===== src/design/mpea_pkg.sv =====
// shared types, codes and constants of the mpe channel allocator
`default_nettype none
package mpea_pkg;

	localparam int NUM_SLOTS_DEF = 15;

	// input modes
	localparam logic [1:0] MODE_NOTE_ON  = 2'd0;
	localparam logic [1:0] MODE_NOTE_OFF = 2'd1;
	localparam logic [1:0] MODE_OTHER    = 2'd2;
	localparam logic [1:0] MODE_FLUSH    = 2'd3;

	// result kinds
	localparam logic [1:0] KIND_BEND     = 2'd0;
	localparam logic [1:0] KIND_NOTE_ON  = 2'd1;
	localparam logic [1:0] KIND_NOTE_OFF = 2'd2;
	localparam logic [1:0] KIND_PASS     = 2'd3;

	localparam logic [13:0] BEND_CENTRE = 14'd8192;
	localparam logic [13:0] BEND_MAX    = 14'd16383;
	localparam logic [6:0]  RANGE_RESET = 7'd48;
	localparam logic [4:0]  MANAGER_CH  = 5'd1;

	// serial divider widths: (2*dev*128 + den) / (2*den), den = range*25
	localparam int DIVIDEND_W = 24;
	localparam int DIVISOR_W  = 13;

	typedef struct packed {
		logic [1:0]  kind;
		logic [4:0]  channel;
		logic [7:0]  status;
		logic [6:0]  data1;
		logic [6:0]  data2;
		logic [13:0] bend;
		logic        last;
	} out_rec_t;

endpackage
`default_nettype wire


===== src/design/mpea_divider.sv =====
// restoring serial divider, one quotient bit per cycle
`default_nettype none
module mpea_divider (
	input  wire logic                            clk,
	input  wire logic                            arst_n,
	input  wire logic                            start,
	input  wire logic [mpea_pkg::DIVIDEND_W-1:0] dividend,
	input  wire logic [mpea_pkg::DIVISOR_W-1:0]  divisor,
	output logic                                 busy,
	output logic [mpea_pkg::DIVIDEND_W-1:0]      quotient
);
	import mpea_pkg::*;

	localparam int CNT_W = $clog2(DIVIDEND_W + 1);

	logic                  busy_q;
	logic [CNT_W-1:0]      cnt_q;
	logic [DIVISOR_W-1:0]  rem_q;
	logic [DIVISOR_W-1:0]  div_q;
	logic [DIVIDEND_W-1:0] quo_q;
	logic [DIVISOR_W:0]    trial;
	logic                  ge;
	logic [DIVISOR_W:0]    diff;

	always_comb begin
		trial = {rem_q, quo_q[DIVIDEND_W-1]};
		ge    = trial >= {1'b0, div_q};
		diff  = trial - {1'b0, div_q};
	end

	always_ff @(posedge clk or negedge arst_n) begin
		if (!arst_n) begin
			busy_q <= 1'b0;
			cnt_q  <= '0;
		end else if (start) begin
			busy_q <= 1'b1;
			cnt_q  <= CNT_W'(DIVIDEND_W - 1);
		end else if (busy_q) begin
			if (cnt_q == '0) begin
				busy_q <= 1'b0;
			end
			cnt_q <= cnt_q - 1'b1;
		end
	end

	always_ff @(posedge clk) begin
		if (start) begin
			rem_q <= '0;
			div_q <= divisor;
			quo_q <= dividend;
		end else if (busy_q) begin
			rem_q <= ge ? diff[DIVISOR_W-1:0] : trial[DIVISOR_W-1:0];
			quo_q <= {quo_q[DIVIDEND_W-2:0], ge};
		end
	end

	assign busy     = busy_q;
	assign quotient = quo_q;

endmodule
`default_nettype wire


===== src/design/mpe_channel_allocator_with_bend.sv =====
// mpe voice channel allocator: slot sequencer, bend arithmetic, output register
// Input channel (in_valid/in_stall) takes one MIDI event: a note on, a note off,
// another message or an all-notes-off. Results leave on the output channel
// (out_valid/out_stall), one per transfer, with last set on the final one.
// A note on scans the slots round robin, one slot per cycle, while a serial
// divider forms the pitch bend, one quotient bit per cycle: the bend result
// leaves once the divider is done, the note on follows it, and the next event
// is taken after the note on. A note off scans up to NUM_SLOTS slots and, if it
// finds the note, gives a note off and a centre bend. An
// all-notes-off walks every slot and gives two results per active one.
// in_stall is high while an event is in work; one finished result may wait in
// the output register while the next event is taken. A stall on the output
// holds the result and stops the sequencer at its next result.
// Reset frees all slots, sets the round-robin pointer to slot 0 and the bend
// range to 48 semitones. bend_range is written through cfg_wr_en/cfg_wr_data;
// the user must write it only while the block is idle; the block does not enforce it.
`default_nettype none
module mpe_channel_allocator_with_bend #(
	parameter int NUM_SLOTS = mpea_pkg::NUM_SLOTS_DEF
) (
	input  wire logic        clk,
	input  wire logic        arst_n,
	input  wire logic        cfg_wr_en,
	input  wire logic [6:0]  cfg_wr_data,
	input  wire logic        in_valid,
	output logic             in_stall,
	input  wire logic [1:0]  mode,
	input  wire logic [7:0]  status_byte,
	input  wire logic [6:0]  note_or_data1,
	input  wire logic [6:0]  velocity_or_data2,
	input  wire logic [15:0] cents_deviation,
	input  wire logic [15:0] sample_pos,
	output logic             out_valid,
	input  wire logic        out_stall,
	output logic [1:0]       kind,
	output logic [4:0]       channel,
	output logic [7:0]       out_status,
	output logic [6:0]       out_data1,
	output logic [6:0]       out_data2,
	output logic [13:0]      bend_value,
	output logic [15:0]      out_sample_pos,
	output logic             last
);
	import mpea_pkg::*;

	localparam int SW = (NUM_SLOTS > 1) ? $clog2(NUM_SLOTS) : 1;
	localparam logic [SW-1:0] LAST_SLOT = SW'(NUM_SLOTS - 1);

	localparam logic [3:0] ST_IDLE       = 4'd0;
	localparam logic [3:0] ST_ON_SCAN    = 4'd1;
	localparam logic [3:0] ST_ON_BEND    = 4'd2;
	localparam logic [3:0] ST_ON_NOTE    = 4'd3;
	localparam logic [3:0] ST_OFF_SCAN   = 4'd4;
	localparam logic [3:0] ST_OFF_NOTE   = 4'd5;
	localparam logic [3:0] ST_OFF_BEND   = 4'd6;
	localparam logic [3:0] ST_PASS       = 4'd7;
	localparam logic [3:0] ST_FLUSH_SCAN = 4'd8;
	localparam logic [3:0] ST_FLUSH_OFF  = 4'd9;
	localparam logic [3:0] ST_FLUSH_BEND = 4'd10;

	logic [3:0]           state_q;
	logic [6:0]           range_q;
	logic [NUM_SLOTS-1:0] slot_active_q;
	logic [6:0]           slot_note_q [NUM_SLOTS];
	logic [SW-1:0]        next_slot_q;
	logic [SW-1:0]        scan_q;
	logic [SW-1:0]        cnt_q;
	logic [SW-1:0]        alloc_q;

	// latched event
	logic [7:0]  status_q;
	logic [6:0]  data1_q;
	logic [6:0]  data2_q;
	logic        neg_q;
	logic [15:0] pos_q;

	out_rec_t    out_q;
	logic        out_valid_q;
	logic [15:0] out_pos_q;

	logic                  in_xfer;
	logic                  out_free;
	logic                  emit_en;
	out_rec_t              emit_rec;
	logic                  scan_free;
	logic                  scan_hit;
	logic [SW-1:0]         scan_wrap;
	logic [SW-1:0]         steal_wrap;
	logic [4:0]            scan_ch;
	logic [4:0]            alloc_ch;
	logic [15:0]           dev_mag;
	logic [11:0]           den;
	logic [DIVIDEND_W-1:0] dividend;
	logic                  div_start;
	logic                  div_busy;
	logic [DIVIDEND_W-1:0] quo;
	logic [13:0]           bend_calc;
	logic [7:0]            pass_status;

	assign in_stall = (state_q != ST_IDLE);
	assign in_xfer  = in_valid && !in_stall;
	assign out_free = !out_valid_q || !out_stall;

	always_comb begin
		scan_free  = !slot_active_q[scan_q];
		scan_hit   = slot_active_q[scan_q] && (slot_note_q[scan_q] == data1_q);
		scan_wrap  = (scan_q == LAST_SLOT) ? '0 : scan_q + 1'b1;
		steal_wrap = (next_slot_q == LAST_SLOT) ? '0 : next_slot_q + 1'b1;
		scan_ch    = 5'(scan_q) + 5'd2;
		alloc_ch   = 5'(alloc_q) + 5'd2;
	end

	// bend divider operands, formed from the deviation port and the bend range at the note-on transfer
	always_comb begin
		dev_mag   = cents_deviation[15] ? (~cents_deviation + 16'd1) : cents_deviation;
		den       = {1'b0, range_q, 4'b0} + {2'b0, range_q, 3'b0} + {5'b0, range_q};
		dividend  = {dev_mag, 8'b0} + {12'b0, den};
		div_start = in_xfer && (mode == MODE_NOTE_ON);
	end

	mpea_divider u_div (
		.clk      (clk),
		.arst_n   (arst_n),
		.start    (div_start),
		.dividend (dividend),
		.divisor  ({den, 1'b0}),
		.busy     (div_busy),
		.quotient (quo)
	);

	// clamp the bend to 0..16383 around centre; form the passthrough status
	always_comb begin
		if (range_q == '0) begin
			bend_calc = BEND_CENTRE;
		end else if (!neg_q) begin
			bend_calc = (quo > DIVIDEND_W'(8191)) ? BEND_MAX : BEND_CENTRE + quo[13:0];
		end else begin
			bend_calc = (quo >= DIVIDEND_W'(8192)) ? '0 : BEND_CENTRE - quo[13:0];
		end
		pass_status = (status_q[7] && (status_q[7:4] != 4'hF)) ? {status_q[7:4], 4'h0}
			: status_q;
	end

	always_comb begin
		emit_en  = 1'b0;
		emit_rec = '0;
		unique case (state_q)
			ST_ON_BEND: begin
				emit_en          = out_free && !div_busy;
				emit_rec.kind    = KIND_BEND;
				emit_rec.channel = alloc_ch;
				emit_rec.bend    = bend_calc;
			end
			ST_ON_NOTE: begin
				emit_en          = out_free;
				emit_rec.kind    = KIND_NOTE_ON;
				emit_rec.channel = alloc_ch;
				emit_rec.data1   = data1_q;
				emit_rec.data2   = data2_q;
				emit_rec.last    = 1'b1;
			end
			ST_OFF_NOTE: begin
				emit_en          = out_free;
				emit_rec.kind    = KIND_NOTE_OFF;
				emit_rec.channel = scan_ch;
				emit_rec.data1   = data1_q;
				emit_rec.data2   = data2_q;
			end
			ST_OFF_BEND: begin
				emit_en          = out_free;
				emit_rec.kind    = KIND_BEND;
				emit_rec.channel = scan_ch;
				emit_rec.bend    = BEND_CENTRE;
				emit_rec.last    = 1'b1;
			end
			ST_PASS: begin
				emit_en          = out_free;
				emit_rec.kind    = KIND_PASS;
				emit_rec.channel = MANAGER_CH;
				emit_rec.status  = pass_status;
				emit_rec.data1   = data1_q;
				emit_rec.data2   = data2_q;
				emit_rec.last    = 1'b1;
			end
			ST_FLUSH_OFF: begin
				emit_en          = out_free;
				emit_rec.kind    = KIND_NOTE_OFF;
				emit_rec.channel = scan_ch;
				emit_rec.data1   = slot_note_q[scan_q];
			end
			ST_FLUSH_BEND: begin
				// slot already freed, so last when nothing else is held
				emit_en          = out_free;
				emit_rec.kind    = KIND_BEND;
				emit_rec.channel = scan_ch;
				emit_rec.bend    = BEND_CENTRE;
				emit_rec.last    = ~|slot_active_q;
			end
			default: begin
				emit_en = 1'b0;
			end
		endcase
	end

	// sequencer and slot table
	always_ff @(posedge clk or negedge arst_n) begin
		if (!arst_n) begin
			state_q       <= ST_IDLE;
			range_q       <= RANGE_RESET;
			slot_active_q <= '0;
			slot_note_q   <= '{default: '0};
			next_slot_q   <= '0;
			scan_q        <= '0;
			cnt_q         <= '0;
			alloc_q       <= '0;
		end else begin
			if (cfg_wr_en) begin
				range_q <= cfg_wr_data;
			end
			unique case (state_q)
				ST_IDLE: begin
					if (in_xfer) begin
						cnt_q <= '0;
						unique case (mode)
							MODE_NOTE_ON: begin
								scan_q  <= next_slot_q;
								state_q <= ST_ON_SCAN;
							end
							MODE_NOTE_OFF: begin
								scan_q  <= '0;
								state_q <= ST_OFF_SCAN;
							end
							MODE_OTHER: begin
								state_q <= ST_PASS;
							end
							MODE_FLUSH: begin
								scan_q  <= '0;
								state_q <= ST_FLUSH_SCAN;
							end
							default: begin
								state_q <= ST_IDLE;
							end
						endcase
					end
				end
				ST_ON_SCAN: begin
					if (scan_free) begin
						alloc_q                <= scan_q;
						slot_active_q[scan_q]  <= 1'b1;
						slot_note_q[scan_q]    <= data1_q;
						next_slot_q            <= scan_wrap;
						state_q                <= ST_ON_BEND;
					end else if (cnt_q == LAST_SLOT) begin
						// all busy: steal the pointer slot
						alloc_q                    <= next_slot_q;
						slot_note_q[next_slot_q]   <= data1_q;
						next_slot_q                <= steal_wrap;
						state_q                    <= ST_ON_BEND;
					end else begin
						scan_q <= scan_wrap;
						cnt_q  <= cnt_q + 1'b1;
					end
				end
				ST_ON_BEND: begin
					if (emit_en) begin
						state_q <= ST_ON_NOTE;
					end
				end
				ST_ON_NOTE, ST_OFF_BEND, ST_PASS: begin
					if (emit_en) begin
						state_q <= ST_IDLE;
					end
				end
				ST_OFF_SCAN: begin
					if (scan_hit) begin
						state_q <= ST_OFF_NOTE;
					end else if (scan_q == LAST_SLOT) begin
						state_q <= ST_IDLE;
					end else begin
						scan_q <= scan_wrap;
					end
				end
				ST_OFF_NOTE: begin
					if (emit_en) begin
						slot_active_q[scan_q] <= 1'b0;
						slot_note_q[scan_q]   <= '0;
						state_q               <= ST_OFF_BEND;
					end
				end
				ST_FLUSH_SCAN: begin
					if (slot_active_q[scan_q]) begin
						state_q <= ST_FLUSH_OFF;
					end else if (scan_q == LAST_SLOT) begin
						next_slot_q <= '0;
						state_q     <= ST_IDLE;
					end else begin
						scan_q <= scan_wrap;
					end
				end
				ST_FLUSH_OFF: begin
					if (emit_en) begin
						slot_active_q[scan_q] <= 1'b0;
						slot_note_q[scan_q]   <= '0;
						state_q               <= ST_FLUSH_BEND;
					end
				end
				ST_FLUSH_BEND: begin
					if (emit_en) begin
						if (scan_q == LAST_SLOT) begin
							next_slot_q <= '0;
							state_q     <= ST_IDLE;
						end else begin
							scan_q  <= scan_wrap;
							state_q <= ST_FLUSH_SCAN;
						end
					end
				end
				default: begin
					state_q <= ST_IDLE;
				end
			endcase
		end
	end

	always_ff @(posedge clk) begin
		if (in_xfer) begin
			status_q <= status_byte;
			data1_q  <= note_or_data1;
			data2_q  <= velocity_or_data2;
			neg_q    <= cents_deviation[15];
			pos_q    <= sample_pos;
		end
	end

	// output register
	always_ff @(posedge clk or negedge arst_n) begin
		if (!arst_n) begin
			out_valid_q <= 1'b0;
		end else if (emit_en) begin
			out_valid_q <= 1'b1;
		end else if (!out_stall) begin
			out_valid_q <= 1'b0;
		end
	end

	always_ff @(posedge clk) begin
		if (emit_en) begin
			out_q     <= emit_rec;
			out_pos_q <= pos_q;
		end
	end

	assign out_valid      = out_valid_q;
	assign kind           = out_q.kind;
	assign channel        = out_q.channel;
	assign out_status     = out_q.status;
	assign out_data1      = out_q.data1;
	assign out_data2      = out_q.data2;
	assign bend_value     = out_q.bend;
	assign out_sample_pos = out_pos_q;
	assign last           = out_q.last;

endmodule
`default_nettype wire


===== config.mk =====
export PLATFORM = sky130hd
export DESIGN_NAME = mpe_channel_allocator_with_bend
export DESIGN_NICKNAME = d
export VERILOG_FILES = /design/src/design/mpea_pkg.sv /design/src/design/mpea_divider.sv /design/src/design/mpe_channel_allocator_with_bend.sv
export SDC_FILE = /design/constraint.sdc
export NUM_CORES = 1
export LEC_CHECK = 0
export BUFFER_PORTS_ARGS = -buffer_cell sky130_fd_sc_hd__clkbuf_2
export CAP_MARGIN = 20
export CORE_MARGIN = 3
export CORE_UTILIZATION = 50
export DETAILED_ROUTE_END_ITERATION = 16
export PLACE_DENSITY = 0.74
export SYNTH_ARGS = -nofsm -noshare
export SYNTH_HDL_FRONTEND = slang
export SYNTH_SLANG_ARGS = --single-unit

===== constraint.sdc =====
create_clock -name clk -period 6.81 [get_ports clk]
set_input_delay 0.3405 -clock clk [delete_from_list [all_inputs] [get_ports clk]]
set_output_delay 0.3405 -clock clk [all_outputs]
set_load 0.1 [all_outputs]

==> results.md, run 1 <==
| Group | Result | Value |
|:---|:---|:---|
| global routing | GRT Resource Usage Total | 23.18% |
| clock network | Insertion delay to the later sink of the worst-skew pair | 510 ps |
| synth | Dominant synthesized flop cell | sky130_fd_sc_hd__dfrtp_1 |
| synth | Synthesized netlist cell count | 1553 |
| sta | Remaining max-slew budget at the tightest pin | 31.72% |
| sta | Number of setup violations in the final report | 0 |
| clock network | TritonCTS clock tree | done |
| die | Number of primary I/O pins | 130 |
| die | Vert. Die Dim | 186.9 microns |
| setup path | CP Data Arrival Time | 5130 ps |
| global routing | Number of antenna violations at the first check in global routing | 0 |
| clock network | Num Clock Sinks | 302 |
| synth | Syn_nets | 1671 |
| route | Vias per cell | 6.032 |
| layout | Commonest cells after routing, fill and taps aside | sky130_fd_sc_hd__nand2_1 (177), sky130_fd_sc_hd__dfrtp_1 (151), sky130_fd_sc_hd__edfxtp_1 (135) |
| synth | Share of synthesized registers carrying an async set or reset | 50.99% |
| power | P_leak | 0.007877 uW |
| global routing | Number of global-route vias before repair | 12555 |
| clock network | Total clock buffers created by CTS | 34 |
| worst hold path | Min-Delay Path Class | in2reg |
| sta | Worst-case clock skew | 12.62 ps |
| setup path | Setup crit start | range_q[4] |
| sta | Crit path time final | 4890 ps |
| layout | Number of nets in the finished design | 1785 |
| layout | Core Util, Final | 58.57% |
| layout | Commonest non-fill, non-tap cell in the layout | sky130_fd_sc_hd__nand2_1 |
| setup path | Data required time of the critical path | 7050 ps |
| power | Worst VDD drop | 0.0004856 V |
| synth | Yosys warnings | 0 |
| route | Detail Route Antenna Nets | 0 |
| route | Detailed Routing Iterations Pass 1 | 6 |
| route | Routed vias | 12830 |
| clock network | Max Root-Sink Buffers | 3 |
| setup path | Startpoint type of the worst setup path | register |
| global routing | Overflow left after global routing | 0 |
| setup path | Crit path kind | reg2reg |
| setup path | Kind of capture point of the worst setup path | register |
| layout | Diodes inserted | 0 |
| setup path | Number of cells traversed by the worst register-to-register path | 17 |
| setup path | Crit path to | u_div.quotient[13] |
| setup path | Register-to-register path setup slack | 1920 ps |
| synth | Post-Synthesis Cell Area | 16370 sq um |
| die | Core Footprint | 31880 sq um |
| route | Sum of routed wire length over all layers | 41370 microns |
| placed design | Final weighted congestion in routability-driven placement | 0.8693 |
| run status | Run status | finished, final reports clean |
| sta | Worst hold slack after final layout | 11.95 ps |
| route | Wire per inst | 19.45 microns |
| clock network | Resize count post-CTS | 0 |
| global routing | Maximum number of pins on one net before global-route repair | 94 |
| layout | Share of post-route cells with drive strength above 1 | 17.02% |
| placed design | Buffers on Ports | 129 |
| die | Die width | 186.9 microns |
| synth | Synth unique cells | 90 |
| clock network | Number of H-tree levels | 2 |
| die | DIE AREA | 34940 sq um |
| synth | Synthesized area per cell | 10.54 sq um |
| power | Ratio of total power to cell area | 532.7 nW/um^2 |
| sta | Setup repair after global routing missed its margin | false |
| synth | EDFF count, synth | 135 |
| synth | Synthesis-stage register bit count | 302 |
| clock network | Clock tree root driver cell | sky130_fd_sc_hd__clkbuf_16 |
| sta | Number of failing hold endpoints at the final stage | 0 |
| sta | Worst slew pin tran | 1022 ps |
| setup path | Origin of the critical flop-to-flop path | range_q[4] |
| sta | Fin Setup TNS | 0 ps |
| layout | Filler Cell Count | 2686 |
| setup path | Worst reg2reg endpoint | u_div.quotient[13] |
| flow run | Number of max-capacitance violations reported | 0 |
| die | Number of cell rows | 65 |
| placed design | Detailed Place HPWL | 27530 microns |
| die | Initial core utilization | 51.34% |
| synth | Portion of the post-synthesis area used by sequential elements | 49.92% |
| sta | Max Transition Viols Final | 0 |
| setup path | Maximum fanout count along the critical path | 4 |
| sta | Final clock period utilization by the worst path | 71.81% |
| route | DRT iter0 DRCs | 1320 |
| sta | Achievable frequency | 0.2045 GHz |
| global routing | Global-route wire length before repair | 67140 microns |
| clock network | Clock transition at the register clock pins on the worst setup and hold paths after CTS | 60 ps |
| route | # DRC | 0 |
| layout | Area added between synthesis and finish | 14.07% |
per-stage QoR:
stage                     area (sq um)  setup slack (ps)  power, uW  instances
after floorplan                  16370              1523       7048       1553
after global placement           17300              2192       7885       2045
after detailed placement         17300              2001       8004       2045
after CTS                        18630              1929       9928       2123
after global routing             18670              1551      10500       2127
final                            18670              1920       9946       2127
worst min path at each step:
| stage | start | to | slack (ps) | depth (start not counted) |
|---|---|---|---|---|
| after global routing | note_or_data1[0] | data1_q[0] | 2 | 1 |
| after global placement | pos_q[6] | out_sample_pos[6] | 400 | 0 |
| after floorplan | arst_n | async pin | 40 | 0 |
| after CTS | note_or_data1[4] | data1_q[4] | 0.2 | 1 |
| after detailed placement | pos_q[0] | out_sample_pos[0] | 400 | 0 |
| final | sample_pos[0] | pos_q[0] | 10 | 1 |
where the power goes:
part	total [uW]	switching, uW	internal [uW]
Sequential	3200	550	2650
Clock	1890	733	1150
Combinational	4860	3400	1450
what timing repair did:
item                                   CTS  global route
endpoints found under the hold margin   96             3
hold buffers                            17             3
buffers inserted                         0             0
kinds of logic (layout without fill, tap and decap cells):
logic type      after synthesis  in the layout  share of synthesized area [%]
compound gates              447            447                          17.92
xor+xnor                     56             56                          2.996
fa+ha+maj                    50             50                          4.097
buf+inv                     147            286                          3.929
flops                       302            302                          49.92
mux                          88             88                          7.124
simple gates                463            463                          14.02
critical path, cell delays in order (launching register included):
cell and delay, ps:
sky130_fd_sc_hd__dfstp_2 550, sky130_fd_sc_hd__inv_1 90, sky130_fd_sc_hd__fa_1 550, sky130_fd_sc_hd__inv_1 50, sky130_fd_sc_hd__ha_1 230, sky130_fd_sc_hd__fa_1 420, sky130_fd_sc_hd__a211oi_1 520, sky130_fd_sc_hd__nor4b_1 170
sky130_fd_sc_hd__nor3_1 360, sky130_fd_sc_hd__inv_1 90, sky130_fd_sc_hd__ha_1 340, sky130_fd_sc_hd__a21oi_1 220, sky130_fd_sc_hd__nor2_1 70, sky130_fd_sc_hd__a2111o_1 430, sky130_fd_sc_hd__mux2i_1 150, sky130_fd_sc_hd__a21oi_1 160
sky130_fd_sc_hd__xnor2_1 130, sky130_fd_sc_hd__o21ai_0 80
sequential cells by signal, summed over array words and instances, names as in the netlist, 8 cells and up, named ones only:
register,count
status_q,8
u_div.rem_q,13
bend_value,14
slot_note_q,105
out_sample_pos,16
pos_q,16
u_div.quotient,24
out_status,8
u_div.div_q,12
synth_stat cells (38+ instances only):
cell	number	area, sq um
sky130_fd_sc_hd__a21oi_1	66	330.3
sky130_fd_sc_hd__a22oi_1	81	608.1
sky130_fd_sc_hd__clkbuf_1	52	195.2
sky130_fd_sc_hd__dfrtp_1	152	3804
sky130_fd_sc_hd__edfxtp_1	135	4054
sky130_fd_sc_hd__ha_1	44	550.5
sky130_fd_sc_hd__inv_1	55	206.5
sky130_fd_sc_hd__mux2i_1	44	440.4
sky130_fd_sc_hd__nand2_1	177	664.4
sky130_fd_sc_hd__nor2_1	92	345.3
sky130_fd_sc_hd__nor3_1	38	190.2
sky130_fd_sc_hd__o21ai_0	66	330.3
sky130_fd_sc_hd__o21ai_1	86	430.4
metal layers:
layer | track usage [%] | part of all wire [%]
met1 | 32.45 | 43
met2 | 37.45 | 47
met3 | 3.786 | 7.5
met4 | 6.921 | 2.1
met5 | 0 | 0
area by class of cell:
class	instances	area, sq um	area share (%)
well taps	435	544.3	2.915
multi-input cells	1104	7576	40.57
repair buffers	170	1017	5.448
inverters	55	206.4	1.106
flip-flops and latches	302	8172	43.76
clock buffers	44	962.2	5.153
clock inverters	17	193.9	1.039
(Power assumes the default switching activity.)
==> run 2, diff against run 1 <==
- PLACE_DENSITY: 0.74 -> 0.77
- clock period: 6.81 -> 4 ns (I/O delays scaled with it)
==> results.md, run 2 (synthesis results as in run 1) <==
| Group | Result | Value | vs previous |
|:---|:---|:---|:---|
| run status | Run status | complete, but fails checks |  |
| run status | Failing checks | setup timing |  |
| placed design | Final weighted congestion in routability-driven placement | 0.8666 | -0.31% |
| placed design | Detailed Place HPWL | 28250 microns | +2.6% |
| route | Detailed Routing Iterations Pass 1 | 5 | -1 |
| route | # DRC | 0 | unchanged |
| route | Vias per cell | 6.035 | about the same |
| layout | Diodes inserted | 0 | unchanged |
| layout | Total area of multi-input combinational cells | 7747 sq um | +2.3% |
| setup path | Family with the most delay on the worst path | compound AO/OA/AOI/OAI gates |  |
| route | Routed vias | 13264 | +3.4% |
| global routing | Global-route wire length before repair | 69690 microns | +3.8% |
| sta | Worst-case clock skew | 24.95 ps | +12.33 ps |
| layout | Commonest cells after routing, fill and taps aside | sky130_fd_sc_hd__nand2_1 (177), sky130_fd_sc_hd__dfrtp_1 (151), sky130_fd_sc_hd__edfxtp_1 (135) |  |
| sta | Crit path time final | 4259 ps | -631.0 ps |
| clock network | Total clock buffers created by CTS | 34 | unchanged |
| global routing | Number of antenna violations at the first check in global routing | 0 | unchanged |
| sta | Setup repair after global routing missed its margin | true |  |
| sta | Worst hold slack after final layout | 54.76 ps | +42.81 ps |
| layout | Filler Cell Count | 2561 | -4.7% |
| setup path | Worst path cell trace | inv_2, fa_1, inv_1, ha_2, a21o_1, a21oi_2, o21bai_1, a21oi_2, nor2b_1, o21ai_1, nand2b_1, ha_4, buf_4, inv_2, nor2_1, a2111o_1, buf_4, mux2i_1, a21oi_1, xnor2_1, o21ai_1 |  |
| global routing | Number of global-route vias before repair | 13104 | +4.4% |
| global routing | Overflow left after global routing | 0 | unchanged |
| worst hold path | Min-Delay Path Class | in2reg |  |
| sta | Max Transition Viols Final | 0 | unchanged |
| die | Core Footprint | 31880 sq um | unchanged |
| die | Die width | 186.9 microns | unchanged |
| setup path | CP Data Arrival Time | 4500 ps | -630 ps |
| route | Detail Route Antenna Nets | 0 | unchanged |
| setup path | Crit path kind | reg2reg |  |
| clock network | TritonCTS clock tree | done |  |
| sta | Least setup slack across all paths after layout | -259.2 ps | -2179 ps |
| clock network | Max Root-Sink Buffers | 3 | unchanged |
| sta | Number of setup violations in the final report | 10 | +10 |
| setup path | Worst Path Buf+Inv | 5 | +2 |
| layout | Final cell area excluding filler cells | 19490 sq um | +4.4% |
| setup path | Data required time of the critical path | 4250 ps | -2800 ps |
| route | DRT iter0 DRCs | 1418 | +7.4% |
| clock network | Insertion delay to the later sink of the worst-skew pair | 520 ps | about the same |
| clock network | Number of H-tree levels | 2 | unchanged |
| setup path | Maximum fanout count along the critical path | 4 | unchanged |
| layout | Combined flip-flop and latch cell area | 8172 sq um | unchanged |
| flow run | Number of max-capacitance violations reported | 0 | unchanged |
| sta | Remaining max-slew budget at the tightest pin | 33.60% | +1.9 points |
| route | Wire per inst | 19.61 microns | +0.83% |
| global routing | GRT Resource Usage Total | 24.09% | +0.92 points |
| layout | Area added between synthesis and finish | 19.08% |  |
| layout | Register ranked first by flip-flop count | slot_note_q |  |
| sta | Number of failing hold endpoints at the final stage | 0 | unchanged |
| global routing | Maximum number of pins on one net before global-route repair | 93 | -1.1% |
| layout | Largest register FFs | 105 | unchanged |
| setup path | Startpoint type of the worst setup path | register |  |
| layout | Commonest non-fill, non-tap cell in the layout | sky130_fd_sc_hd__nand2_1 |  |
| route | Highest metal used | met4 |  |
| clock network | Num Clock Sinks | 302 | unchanged |
| route | DRT met1 WL | 18220 microns | +2.6% |
| die | Initial core utilization | 51.34% | unchanged |
| placed design | Area after detailed placement | 17630 sq um | +1.9% |
| layout | Share of post-route cells with drive strength above 1 | 20.36% | +3.3 points |
| die | Number of cell rows | 65 | unchanged |
| power | Ratio of total power to cell area | 890.8 nW/um^2 | +67% |
| die | Vert. Die Dim | 186.9 microns | unchanged |
| placed design | Buffers on Ports | 129 | unchanged |
| sta | Achievable frequency | 0.2348 GHz | +15% |
| sta | Final clock period utilization by the worst path | 106.5% | +35 points |
| setup path | Cell with the largest stage delay on the worst path | sky130_fd_sc_hd__dfstp_2 |  |
| power | Worst VDD drop | 0.0006184 V | +27% |
| power | P_leak | 0.008218 uW | +4.3% |
| route | Wire length on met3 | 3070 microns | -1.1% |
| setup path | Largest stage delay on the critical path | 540 ps | about the same |
| die | Number of primary I/O pins | 130 | unchanged |
| die | DIE AREA | 34940 sq um | unchanged |
| sta | Worst slew pin tran | 996.1 ps | -25.83 ps |
| clock network | Clock transition at the register clock pins on the worst setup and hold paths after CTS | 60 ps | about the same |
| clock network | Clock tree root driver cell | sky130_fd_sc_hd__clkbuf_16 |  |
| route | Sum of met2 wire segment lengths after detailed routing | 20590 microns | +4.9% |
| setup path | Kind of capture point of the worst setup path | register |  |
| layout | Number of nets in the finished design | 1855 | +3.9% |
| route | Sum of routed wire length over all layers | 43100 microns | +4.2% |
-- run 2: what timing repair did --
item | in CTS | in global routing
hold endpoints to repair | 124 | 0
setup buffers | 6 | 6
pin swaps | 25 | 15
setup endpoints to repair | 10 | 12
hold buffers | 47 | 0
gates resized for setup | 20 | 11
-- run 2: final cells by class --
cell class                 instances  area share, %
clock buffer                      46          4.808
sequential                       302          41.92
clock inverter                    16          1.085
timing repair buffer             240          8.583
inverter                          55          1.059
multi-input combinational       1104          39.75
tap                              435          2.792
-- run 2: power breakdown --
group | switching, uW | internal (uW)
combinational | 5970 | 2770
clock | 1280 | 1920
sequential | 911 | 4510
-- run 2: worst register-to-register path: cells and delay by family, from the launching register on --
family / cells / cell delay [ps]
compound gates: 8 / 1520
fa+ha+maj: 3 / 940
flops: 1 / 540
buf+inv: 5 / 500
simple gates: 3 / 250
xor+xnor: 1 / 130
mux: 1 / 110
-- run 2: final timing paths --
kind                       startpoint                 end  slack [ps]  depth (start not counted)
setup / recovery           range_q[4]  u_div.quotient[13]        -260                         21
hold / removal              cfg_wr_en          range_q[5]          50                          2
setup reg to reg           range_q[4]  u_div.quotient[13]        -260                         21
hold reg to reg              pos_q[6]   out_sample_pos[6]         420                          0
max in group asynchronous      arst_n          range_q[5]        2760                          3
min in group asynchronous      arst_n     slot_note_q[37]         280                          2
-- run 2: per-stage QoR --
stage	power, uW	setup TNS, ps	setup WS, ps	cells	utilization [%]
floorplan	11990	-23.76	-23.76	1553	-
global placement	13610	-561.5	-166.4	2076	55.29
detailed placement	13850	-1529	-241.2	2076	55.29
CTS	17210	-406.7	-113.5	2191	60.79
global route	18300	-2375	-376.8	2198	61.14
finish	17360	-934.2	-259.2	2198	61.14
-- run 2: layer usage --
metal  track usage, %  vias up
li1                 -     6103
met1            32.86     6490
met2            39.79      580
met3            3.973       91
met4            7.444        0
met5                0        -
==> run 3, diff against run 2 <==
- PLACE_DENSITY: 0.77 -> 0.75
==> results.md, run 3 (synthesis results as in run 1) <==
| Group | Result | Value | vs previous |
|:---|:---|:---|:---|
| global routing | GRT Resource Usage Total | 24.28% | +0.19 points |
| die | Die width | 186.9 microns | unchanged |
| power | Cell internal power dissipation | 8848 uW | -3.9% |
| clock network | TritonCTS clock tree | done |  |
| layout | Filler Cell Count | 2515 | -1.8% |
| layout | Combined flip-flop and latch cell area | 8172 sq um | unchanged |
| die | Number of cell rows | 65 | unchanged |
| power | Final Power | 17000 uW | -2.1% |
| die | Core Footprint | 31880 sq um | unchanged |
| setup path | Number of cells traversed by the worst register-to-register path | 18 | -14% |
| setup path | Data required time of the critical path | 4300 ps | +50 ps |
| sta | Setup repair after global routing missed its margin | true |  |
| sta | Achievable frequency | 0.2392 GHz | +1.9% |
| layout | Core Util, Final | 61.10% | about the same |
| clock network | Insertion delay to the later sink of the worst-skew pair | 560 ps | +40 ps |
| global routing | Maximum number of pins on one net before global-route repair | 93 | unchanged |
| power | Share of total power in combinational logic | 51.6% | +1.2 points |
| sta | Crit path time final | 4180 ps | -78.80 ps |
| die | Number of primary I/O pins | 130 | unchanged |
| worst hold path | Number of cells on the worst hold path | 2 | unchanged |
| clock network | Total clock buffers created by CTS | 31 | -8.8% |
| die | Vert. Die Dim | 186.9 microns | unchanged |
| sta | Worst hold slack after final layout | 92.67 ps | +37.91 ps |
| die | DIE AREA | 34940 sq um | unchanged |
| route | Detail Route Antenna Nets | 0 | unchanged |
| sta | Remaining max-slew budget at the tightest pin | 34.14% | +0.55 points |
| power | P_leak | 0.008215 uW | about the same |
| route | Detailed Routing Iterations Pass 1 | 6 | +1 |
| power | Ratio of total power to cell area | 872.6 nW/um^2 | -2.1% |
| setup path | Worst Path Buf+Inv | 4 | -1 |
| setup path | Crit path kind | reg2reg |  |
| route | Vias per cell | 6.005 | -0.49% |
| power | Clk network pwr share | 16.6% | -1.8 points |
| sta | Number of setup violations in the final report | 12 | +2 |
| sta | Fin Setup TNS | -1403 ps | -468.4 ps |
| placed design | Detailed Place HPWL | 28150 microns | -0.35% |
| flow run | Number of max-capacitance violations reported | 0 | unchanged |
| clock network | Max Root-Sink Buffers | 3 | unchanged |
| route | Wire per inst | 19.69 microns | +0.39% |
| layout | Commonest cells after routing, fill and taps aside | sky130_fd_sc_hd__nand2_1 (177), sky130_fd_sc_hd__dfrtp_1 (151), sky130_fd_sc_hd__edfxtp_1 (135) |  |
| worst hold path | Min-Delay Path Class | in2reg |  |
| setup path | Kind of capture point of the worst setup path | register |  |
| sta | Final clock period utilization by the worst path | 104.5% | -2.0 points |
| run status | Failing checks | setup timing |  |
| layout | Register ranked first by flip-flop count | slot_note_q |  |
| layout | Area added between synthesis and finish | 19.00% | about the same |
| sta | Number of failing hold endpoints at the final stage | 0 | unchanged |
| placed design | Worst setup slack after placement | -307.6 ps | -66.37 ps |
| sta | Least setup slack across all paths after layout | -180.4 ps | +78.80 ps |
| layout | Commonest non-fill, non-tap cell in the layout | sky130_fd_sc_hd__nand2_1 |  |
| sta | Max Transition Viols Final | 0 | unchanged |
| power | Share of power burned in registers | 31.8% | +0.6 points |
| layout | Share of post-route cells with drive strength above 1 | 20.51% | +0.14 points |
| sta | Worst-case clock skew | 8.503 ps | -16.44 ps |
| route | Routed vias | 13277 | +0.098% |
| power | Share of total power consumed by net switching | 47.94% | +0.94 points |
| setup path | Cell with the largest stage delay on the worst path | sky130_fd_sc_hd__dfstp_2 |  |
| setup path | Family with the most delay on the worst path | compound AO/OA/AOI/OAI gates |  |
| worst hold path | Hold path endpoint | range_q[6] |  |
| setup path | Worst path most repeated cell | sky130_fd_sc_hd__inv_1 |  |
| global routing | Overflow left after global routing | 0 | unchanged |
| route | DRT iter0 DRCs | 1308 | -7.8% |
| run status | Run status | complete, but fails checks |  |
| setup path | Worst reg2reg endpoint | u_div.quotient[13] |  |
| die | Initial core utilization | 51.34% | unchanged |
| setup path | Register-to-register path setup slack | -180 ps | +80 ps |
| placed design | Buffers on Ports | 129 | unchanged |
| clock network | Num Clock Sinks | 302 | unchanged |
| setup path | Worst path cell trace | inv_2, fa_1, inv_1, ha_2, fa_2, a211oi_4, buf_4, o211a_1, nor3_2, inv_1, ha_4, a21oi_4, nor2_1, a2111o_1, mux2i_1, a21oi_1, xnor2_1, o21ai_1 |  |
| clock network | Number of H-tree levels | 1 | -1 |
| route | # DRC | 0 | unchanged |
| layout | Largest register FFs | 105 | unchanged |
| layout | Total area of multi-input combinational cells | 7756 sq um | +0.11% |
| global routing | Global-route wire length before repair | 70320 microns | +0.91% |
| clock network | Clock transition at the register clock pins on the worst setup and hold paths after CTS | 70 ps | about the same |
| route | Sum of routed wire length over all layers | 43530 microns | +0.99% |
| clock network | Clock tree root driver cell | sky130_fd_sc_hd__clkbuf_16 |  |
| setup path | Origin of the critical flop-to-flop path | range_q[4] |  |
| setup path | CP Data Arrival Time | 4480 ps | -20 ps |
| layout | Number of nets in the finished design | 1869 | +0.75% |
| power | Worst VDD drop | 0.0006667 V | +7.8% |
| global routing | Number of global-route vias before repair | 13035 | -0.53% |
| sta | Worst slew pin tran | 987.9 ps | -8.186 ps |
| worst hold path | HP Start | cfg_wr_en |  |
| setup path | Largest stage delay on the critical path | 540 ps | about the same |
| placed design | Final weighted congestion in routability-driven placement | 0.8877 | +2.4% |
| setup path | Startpoint type of the worst setup path | register |  |
| setup path | Maximum fanout count along the critical path | 4 | unchanged |
| power | Total net switching power | 8147 uW | -0.17% |
| global routing | Number of antenna violations at the first check in global routing | 2 | +2 |
[run 3: changes by cell type in the layout (fill, tap and decap cells not counted), sizes merged]
cell	previous run	this run
clkbuf	174	163
dlygate4sd3	47	57
buf	65	72
clkinv	9	14
bufinv	4	2
clkinvlp	3	5
diode	0	1
inv	55	56
[run 3: worst max path at each step]
stage          startpoint            endpoint  cells after the start
6_report       range_q[4]  u_div.quotient[13]                     18
5_1_grt        range_q[4]  u_div.quotient[13]                     18
4_1_cts        range_q[4]  u_div.quotient[13]                     18
3_5_place_dp   range_q[4]  u_div.quotient[13]                     17
3_3_place_gp   range_q[4]  u_div.quotient[13]                     17
2_1_floorplan  range_q[4]  u_div.quotient[13]                     17
[run 3: final cells by class]
class | count | share of cell area, %
clock buffer | 35 | 4.111
antenna | 1 | 0.01285
tap | 435 | 2.794
sequential | 302 | 41.95
inverter | 55 | 1.060
multi-input combinational | 1104 | 39.82
clock inverter | 22 | 0.9250
timing repair buffer | 257 | 9.321
[run 3: what timing repair did]
action / CTS / global route
pin swaps: 23 / 7
hold buffers: 57 / 0
hold endpoints to repair: 119 / 0
resized for setup: 20 / 15
endpoints found under the setup margin: 10 / 13
setup buffers: 12 / 4
[run 3: metrics by stage]
step	instance area, sq um	std cells
after floorplan	16400	1553
after global placement	17630	2080
after detailed placement	17630	2080
after CTS	19360	2205
after global routing	19480	2211
final	19480	2211
[run 3: power groups by stage]
stage          clock network (uW)  logic, uW  registers [uW]
6_report                     2820       8780            5400
5_1_grt                      2990       9410            5510
3_3_place_gp                    0       8260            5350
2_1_floorplan                   0       4740            7250
3_5_place_dp                    0       8440            5390
4_1_cts                      2850       8600            5350
[run 3: worst register-to-register path, delay by kind of cell, from the launching register on]
kind | cells | cell delay, ps
AO/OA/AOI/OAI | 6 | 1300
XOR/XNOR | 1 | 140
adder cells (fa/ha/maj) | 4 | 1280
buffers and inverters | 4 | 370
flip-flops | 1 | 540
multiplexers | 1 | 160
AND/OR/NAND/NOR | 2 | 120
[run 3: metal layers]
metal	GRT usage [%]	wire length, microns	up-vias
li1	-	-	6115
met1	33.40	18160	6503
met2	40.42	20840	564
met3	3.654	3402	93
met4	6.775	1117	2
met5	0	7	-
